<file path="src/rtl/slm_pkg.sv">
`timescale 1ns / 1ps

package slm_pkg;

  localparam int unsigned ValueWidth       = 32;
  localparam int unsigned ListDepthDefault = 32;

  typedef enum logic [1:0] {
    OP_APPEND_FIRST  = 2'd0,
    OP_APPEND_SECOND = 2'd1,
    OP_MERGE         = 2'd2
  } op_e;

  typedef enum logic {
    ST_IDLE,
    ST_MERGE
  } state_e;

endpackage

</file>
<file path="src/rtl/slm_store.sv">
`timescale 1ns / 1ps

module slm_store #(
  parameter int unsigned DEPTH  = slm_pkg::ListDepthDefault,
  parameter int unsigned ADDR_W = 5
) (
  input  logic                                clk_i,
  input  logic                                we_i,
  input  logic [ADDR_W-1:0]                   waddr_i,
  input  logic signed [slm_pkg::ValueWidth-1:0] wdata_i,
  input  logic [ADDR_W-1:0]                   raddr_i,
  output logic signed [slm_pkg::ValueWidth-1:0] rdata_o
);

  logic signed [slm_pkg::ValueWidth-1:0] mem [DEPTH];
  logic signed [slm_pkg::ValueWidth-1:0] rdata_q;

  always_ff @(posedge clk_i) begin
    if (we_i) begin
      mem[waddr_i] <= wdata_i;
    end
  end

  always_ff @(posedge clk_i) begin
    rdata_q <= mem[raddr_i];
  end

  assign rdata_o = rdata_q;

endmodule

</file>
<file path="src/rtl/sorted_list_merge.sv">
`timescale 1ns / 1ps
// Channel   Dir  tdata          tuser      tlast
// s_axis    in   value[31:0]    op[1:0]    -
// m_axis    out  merged[31:0]   dropped    last
//
// An append beat writes one store entry, or sets the drop flag if that store is full.
// A merge beat with data stored emits the stored elements in turn; each store
// has one read port whose registered data holds the current head during a merge.
// Input is not taken while a merge is emitting; the last result sits in the
// output register while the next input beat is taken.
// Reset clears counts, read pointers, the drop flag and the output valid.

module sorted_list_merge #(
  parameter int unsigned LIST_DEPTH = slm_pkg::ListDepthDefault
) (
  input  logic                                  clk_i,
  input  logic                                  rst_ni,
  input  logic                                  s_axis_tvalid_i,
  output logic                                  s_axis_tready_o,
  input  logic signed [slm_pkg::ValueWidth-1:0] s_axis_tdata_i,   // value
  input  logic [1:0]                            s_axis_tuser_i,   // op
  output logic                                  m_axis_tvalid_o,
  input  logic                                  m_axis_tready_i,
  output logic signed [slm_pkg::ValueWidth-1:0] m_axis_tdata_o,   // merged_value
  output logic                                  m_axis_tlast_o,
  output logic                                  m_axis_tuser_o    // dropped
);

  localparam int unsigned CNT_W  = $clog2(LIST_DEPTH + 1);
  localparam int unsigned ADDR_W = (LIST_DEPTH > 1) ? $clog2(LIST_DEPTH) : 1;
  localparam logic [CNT_W-1:0] DepthCnt = CNT_W'(LIST_DEPTH);
  localparam logic [CNT_W-1:0] OneCnt   = CNT_W'(1);

  slm_pkg::state_e state_q, state_d;

  logic [CNT_W-1:0] cnt_a_q, cnt_a_d, cnt_b_q, cnt_b_d;
  logic [CNT_W-1:0] ptr_a_q, ptr_a_d, ptr_b_q, ptr_b_d;
  logic             ovf_q, ovf_d;

  logic                                  out_valid_q, out_valid_d;
  logic signed [slm_pkg::ValueWidth-1:0] out_data_q, out_data_d;
  logic                                  out_last_q, out_last_d;
  logic                                  out_drop_q, out_drop_d;

  logic                                  in_fire, produce, pop_a, last_pick;
  logic                                  has_a, has_b, start_merge;
  logic                                  we_a, we_b;
  logic [CNT_W-1:0]                      ptr_a_nx, ptr_b_nx;
  logic [ADDR_W-1:0]                     raddr_a, raddr_b;
  logic signed [slm_pkg::ValueWidth-1:0] head_a, head_b;
  slm_pkg::op_e                          op;

  assign op      = slm_pkg::op_e'(s_axis_tuser_i);
  assign in_fire = s_axis_tvalid_i && s_axis_tready_o;
  assign has_a   = ptr_a_q < cnt_a_q;
  assign has_b   = ptr_b_q < cnt_b_q;
  assign produce = (state_q == slm_pkg::ST_MERGE) && (!out_valid_q || m_axis_tready_i);

  always_comb begin
    if (has_a && has_b) begin
      pop_a = head_a < head_b;
    end else begin
      pop_a = has_a;
    end
  end

  assign ptr_a_nx  = ptr_a_q + CNT_W'(pop_a);
  assign ptr_b_nx  = ptr_b_q + CNT_W'(!pop_a);
  assign last_pick = (ptr_a_nx == cnt_a_q) && (ptr_b_nx == cnt_b_q);

  assign start_merge = in_fire && (op == slm_pkg::OP_MERGE) &&
                       ((cnt_a_q != '0) || (cnt_b_q != '0));

  assign raddr_a = (produce && pop_a)  ? ptr_a_nx[ADDR_W-1:0] : ptr_a_q[ADDR_W-1:0];
  assign raddr_b = (produce && !pop_a) ? ptr_b_nx[ADDR_W-1:0] : ptr_b_q[ADDR_W-1:0];

  assign we_a = in_fire && (op == slm_pkg::OP_APPEND_FIRST)  && (cnt_a_q < DepthCnt);
  assign we_b = in_fire && (op == slm_pkg::OP_APPEND_SECOND) && (cnt_b_q < DepthCnt);

  slm_store #(
    .DEPTH  (LIST_DEPTH),
    .ADDR_W (ADDR_W)
  ) u_store_a (
    .clk_i   (clk_i),
    .we_i    (we_a),
    .waddr_i (cnt_a_q[ADDR_W-1:0]),
    .wdata_i (s_axis_tdata_i),
    .raddr_i (raddr_a),
    .rdata_o (head_a)
  );

  slm_store #(
    .DEPTH  (LIST_DEPTH),
    .ADDR_W (ADDR_W)
  ) u_store_b (
    .clk_i   (clk_i),
    .we_i    (we_b),
    .waddr_i (cnt_b_q[ADDR_W-1:0]),
    .wdata_i (s_axis_tdata_i),
    .raddr_i (raddr_b),
    .rdata_o (head_b)
  );

  always_comb begin
    state_d = state_q;
    case (state_q)
      slm_pkg::ST_IDLE: begin
        if (start_merge) begin
          state_d = slm_pkg::ST_MERGE;
        end
      end
      slm_pkg::ST_MERGE: begin
        if (produce && last_pick) begin
          state_d = slm_pkg::ST_IDLE;
        end
      end
      default: state_d = slm_pkg::ST_IDLE;
    endcase
  end

  always_comb begin
    s_axis_tready_o = 1'b0;
    case (state_q)
      slm_pkg::ST_IDLE:  s_axis_tready_o = 1'b1;
      slm_pkg::ST_MERGE: s_axis_tready_o = 1'b0;
      default:           s_axis_tready_o = 1'b0;
    endcase
  end

  always_comb begin
    cnt_a_d = cnt_a_q;
    cnt_b_d = cnt_b_q;
    ptr_a_d = ptr_a_q;
    ptr_b_d = ptr_b_q;
    ovf_d   = ovf_q;
    if (in_fire) begin
      case (op)
        slm_pkg::OP_APPEND_FIRST: begin
          if (we_a) begin
            cnt_a_d = cnt_a_q + OneCnt;
          end else begin
            ovf_d = 1'b1;
          end
        end
        slm_pkg::OP_APPEND_SECOND: begin
          if (we_b) begin
            cnt_b_d = cnt_b_q + OneCnt;
          end else begin
            ovf_d = 1'b1;
          end
        end
        default: begin
        end
      endcase
    end
    if (produce) begin
      if (last_pick) begin
        cnt_a_d = '0;
        cnt_b_d = '0;
        ptr_a_d = '0;
        ptr_b_d = '0;
      end else begin
        ptr_a_d = ptr_a_nx;
        ptr_b_d = ptr_b_nx;
      end
    end
  end

  always_comb begin
    out_valid_d = out_valid_q;
    out_data_d  = out_data_q;
    out_last_d  = out_last_q;
    out_drop_d  = out_drop_q;
    if (produce) begin
      out_valid_d = 1'b1;
      out_data_d  = pop_a ? head_a : head_b;
      out_last_d  = last_pick;
      out_drop_d  = ovf_q;
    end else if (m_axis_tready_i) begin
      out_valid_d = 1'b0;
    end
  end

  always_ff @(posedge clk_i or negedge rst_ni) begin
    if (!rst_ni) begin
      state_q     <= slm_pkg::ST_IDLE;
      cnt_a_q     <= '0;
      cnt_b_q     <= '0;
      ptr_a_q     <= '0;
      ptr_b_q     <= '0;
      ovf_q       <= 1'b0;
      out_valid_q <= 1'b0;
    end else begin
      state_q     <= state_d;
      cnt_a_q     <= cnt_a_d;
      cnt_b_q     <= cnt_b_d;
      ptr_a_q     <= ptr_a_d;
      ptr_b_q     <= ptr_b_d;
      ovf_q       <= ovf_d;
      out_valid_q <= out_valid_d;
    end
  end

  always_ff @(posedge clk_i) begin
    out_data_q <= out_data_d;
    out_last_q <= out_last_d;
    out_drop_q <= out_drop_d;
  end

  assign m_axis_tvalid_o = out_valid_q;
  assign m_axis_tdata_o  = out_data_q;
  assign m_axis_tlast_o  = out_last_q;
  assign m_axis_tuser_o  = out_drop_q;

endmodule
</file>
<file path="config.mk">
export PLATFORM = sky130hd
export DESIGN_NAME = sorted_list_merge
export DESIGN_NICKNAME = d
export VERILOG_FILES = /design/src/rtl/slm_pkg.sv /design/src/rtl/slm_store.sv /design/src/rtl/sorted_list_merge.sv
export SDC_FILE = /design/constraint.sdc
export NUM_CORES = 2
export LEC_CHECK = 0
export BUFFER_PORTS_ARGS = -buffer_cell sky130_fd_sc_hd__buf_2
export CAP_MARGIN = 20
export CORE_ASPECT_RATIO = 0.6
export CORE_MARGIN = 2
export CORE_UTILIZATION = 45
export DETAILED_ROUTE_END_ITERATION = 7
export PLACE_DENSITY = 0.66
export SLEW_MARGIN = 20
export SYNTH_ARGS = -nofsm -noshare
export SYNTH_HDL_FRONTEND = slang
export SYNTH_SLANG_ARGS = --single-unit
</file>
<file path="constraint.sdc">
create_clock -name clk_i -period 4.9 [get_ports clk_i]
set_clock_uncertainty 0.2 [all_clocks]
set_input_delay 0.735 -clock clk_i [delete_from_list [all_inputs] [get_ports clk_i]]
set_output_delay 0.735 -clock clk_i [all_outputs]
set_load 0.03 [all_outputs]
</file>
==> flow_metrics.env <==
export IMPL_num_vias=59166
export IMPL_ys_warn_count=0
export IMPL_vias_per_cell=6.262
export IMPL_synth_seq_cells=2173
export IMPL_die_x_um=569.3
export IMPL_postLayoutCellArea_sq_um=102700
export IMPL_synthesis_instances=6279
export IMPL_place_port_buffers=73
export IMPL_clock_latency_ns=0.84
export IMPL_setup_violations=1
export IMPL_syn_area_per_cell_sq_um=13.74
export IMPL_worstSetupPathType="flop to flop"
export IMPL_finish_utilization_pct=53.88
export IMPL_grt_pass1_wl_um=383800
export IMPL_slew_headroom_pct=31.25
export IMPL_place_gp_congestion=0.8822
export IMPL_fmax_ghz=0.2008
export IMPL_antenna_found_initial=19
export IMPL_dpl_cell_area_sq_um=94890
export IMPL_grt_max_degree=82
export IMPL_pwr_share_clk_pct=20.1
export IMPL_drive_above_1_share_pct=18.42
export IMPL_endpoint_kind="flop"
export IMPL_hold_path_class="input pin to flop"
export IMPL_failed_checks="negative setup slack"
export IMPL_status="finished with violations"
export IMPL_h_tree_depth=4
export IMPL_drc_errors=0
export IMPL_required_ns=5.35
export IMPL_cts_tree="built"
export IMPL_wl_um=267400
export IMPL_min_period_over_period_pct=101.7
export IMPL_dr_pass1_iters=8
export IMPL_p_comb_share_pct=51.3
export IMPL_crit_arrival_ns=5.43
export IMPL_fin_crit_ns=4.981
export IMPL_drtAntennaViolNets=0
export IMPL_fin_ws_ns=-0.08121
export IMPL_tightestPinTransition_ns=1.020
export IMPL_p_leak_nw=34.21
export IMPL_cts_sinks=2173
export IMPL_dieArea_sq_um=195400
export IMPL_p_switching_mw=31.05
export IMPL_ir_worst_vdd_v=0.0007029
export IMPL_die_y_um=343.2
export IMPL_maxCapViolations=0
export IMPL_critPathMaxFanout=23
export IMPL_grt_pass1_vias=55342
export IMPL_p_per_area_nw_per_um2=733.1
export IMPL_power_frac_seq_pct=28.6
export IMPL_clk_path_buf_depth=4
export IMPL_yosysSeqAreaShare_pct=74.73
export IMPL_root_buffer="clkbuf_16"
export IMPL_num_rows=124
export IMPL_drt_iter0_markers=10333
export IMPL_hpwl_um=160700
export IMPL_intPower_mw=44.21
export IMPL_drv_slew=0
export IMPL_yosysUniqueCellTypes=61
export IMPL_track_usage_pct=26.60
export IMPL_nNetsFinal=6867
export IMPL_core_area_sq_um=190500
export IMPL_initial_utilization_pct=45.29
export IMPL_ios=74
export IMPL_async_flop_share_pct=1.243
export IMPL_hold_violations=0
export IMPL_synth_edf_count=2082
export IMPL_rsz0062_at_grt="true"
export IMPL_area_growth_pct=18.97
export IMPL_netlist_area_sq_um=86280
export IMPL_syn_nets=6369
export IMPL_wl_per_cell_um=28.30
export IMPL_startpoint_type="flop"
export IMPL_clk_pin_slew_ns=0.07
export IMPL_cts_inserted_buffers=193
export IMPL_synth_main_ff_cell="edfxtp_1"
export IMPL_swShare_pct=41.25
export IMPL_overflow=0
logic make-up after synthesis:
kind of cell    count (synthesis)  synth area share [%]
compound gates               1139                 8.851
fa+ha+maj                      52                0.7540
flops                        2173                 74.73
xor+xnor                       29                0.2944
simple gates                 2322                 12.20
mux                            37                0.4510
buf+inv                       527                 2.726
layer usage:
| metal | global-route usage [%] | wire length [um] | vias to the layer above |
|---|---|---|---|
| li1 | - | - | 25060 |
| met2 | 37.70 | 112800 | 4054 |
| met1 | 40.67 | 110500 | 29623 |
| met4 | 6.289 | 6318 | 6 |
| met3 | 7.097 | 37750 | 423 |
| met5 | 0 | 34 | - |
cells in the mapped netlist (27+ instances only):
master | instances | area share [%]
edfxtp_1 | 2082 | 72
nand3_1 | 1041 | 6.0
nand2_1 | 917 | 4.0
o21ai_0 | 442 | 2.6
clkbuf_1 | 283 | 1.2
nor2_1 | 198 | 0.86
a21oi_1 | 151 | 0.88
buf_2 | 143 | 0.83
a32oi_1 | 128 | 1.3
a31oi_1 | 99 | 0.72
a41oi_1 | 97 | 0.98
and3_1 | 89 | 0.65
a211oi_1 | 86 | 0.75
dfxtp_1 | 64 | 1.5
inv_1 | 53 | 0.23
ha_1 | 52 | 0.75
o2111ai_1 | 38 | 0.39
and4_1 | 34 | 0.35
mux2i_1 | 31 | 0.36
a2111o_1 | 28 | 0.37
dfrtp_1 | 27 | 0.78
path summary, 6_finish.rpt:
| check | from | to | slack [ns] | cells past startpoint |
|---|---|---|---|---|
| worst max-delay path | u_store_b.rdata_o[27] | u_store_a.rdata_o[22] | -0.08 | 23 |
| worst min-delay path | m_axis_tready_i | m_axis_tvalid_o | 0.05 | 3 |
| worst max register to register | u_store_b.rdata_o[27] | u_store_a.rdata_o[22] | -0.08 | 23 |
| worst min register to register | ovf_q | m_axis_tuser_o | 0.25 | 0 |
| max in group asynchronous | rst_ni | cnt_a_q[4] | 3.73 | 2 |
| min in group asynchronous | rst_ni | m_axis_tvalid_o | 0.30 | 2 |
metrics by stage:
stage	TNS, ns	total power [mW]	cells	setup slack [ns]	hold slack [ns]
after floorplan	0	40.31	6279	0.03609	0.2249
after global placement	-19.44	56.34	9034	-0.8803	0.2356
after detailed placement	-9.932	56.70	9034	-0.7683	0.2429
after CTS	-0.04326	72.65	9397	-0.02306	0.04544
after global routing	-1.088	78.34	9447	-0.1412	0.07249
final	-0.08121	75.26	9449	-0.08121	0.05105
final cells by class:
| cell class | instances | area [sq um] |
|---|---|---|
| Fill cell | 15192 | 87870 |
| Multi-Input combinational cell | 3579 | 20920 |
| Clock buffer | 268 | 5376 |
| Inverter | 54 | 220.2 |
| Tap cell | 2520 | 3153 |
| Sequential cell | 2173 | 64530 |
| Antenna cell | 3 | 7.507 |
| Clock inverter | 76 | 729.5 |
| Timing Repair Buffer | 776 | 7720 |
cells in the final DEF, fill, tap and decap left out, types with 33 or more instances in the layout:
cell type	count
buf_4	538
nand2_1	912
buf_12	144
inv_1	38
nor2_4	64
dfxtp_1	39
clkbuf_1	53
a21oi_1	143
nand3_1	1038
o21ai_0	437
a32oi_1	128
a211oi_1	84
ha_1	35
and3_1	86
a41oi_1	87
a31oi_1	89
nor2_1	133
clkbuf_16	203
buf_2	68
and4_1	33
edfxtp_1	2082
flip-flops by register name, summed over array words and instances (netlist names):
signal and count:
ovf_q 1, m_axis_tuser_o 1, ptr_a_q 6, u_store_b.mem 1024
u_store_b.rdata_o 32, cnt_a_q 6, state_q 1, m_axis_tlast_o 1
u_store_a.rdata_o 32, cnt_b_q 6, ptr_b_q 6, m_axis_tdata_o 32
u_store_a.mem 1024, m_axis_tvalid_o 1
timing repair:
action                     CTS  global route
resized for setup           40           142
setup buffers               16            46
setup endpoints to repair   52            82
pin swaps                   12            38
hold buffers                 2             0
gates cloned                 1             6
hold endpoints to repair    28             0
power by group through the flow:
stage               logic [mW]  clock network (mW)  registers, mW
floorplan                 18.5                   0           21.9
global placement          34.5                   0           21.8
detailed placement        34.9                   0           21.8
CTS                       36.0                15.2           21.5
global route              40.8                16.0           21.6
finish                    38.6                15.1           21.5
worst max-delay path: stages, from the launching register on:
cell       delay [ns]
dfxtp_1          0.33
inv_2            0.06
ha_4             0.27
nand4_1          0.15
buf_4            0.19
nor4_4           0.31
a2bb2oi_2        0.12
nand2_2          0.14
buf_4            0.12
buf_4            0.09
o211ai_1         0.12
nand3_4          0.13
clkinv_8         0.10
ha_4             0.17
ha_4             0.17
nor2b_1          0.15
o2111ai_2        0.25
o21ai_4          0.18
buf_12           0.23
buf_4            0.15
nand3_1          0.07
a41oi_1          0.19
buf_4            0.20
a2111oi_4        0.67
(Power assumes the default switching activity.)
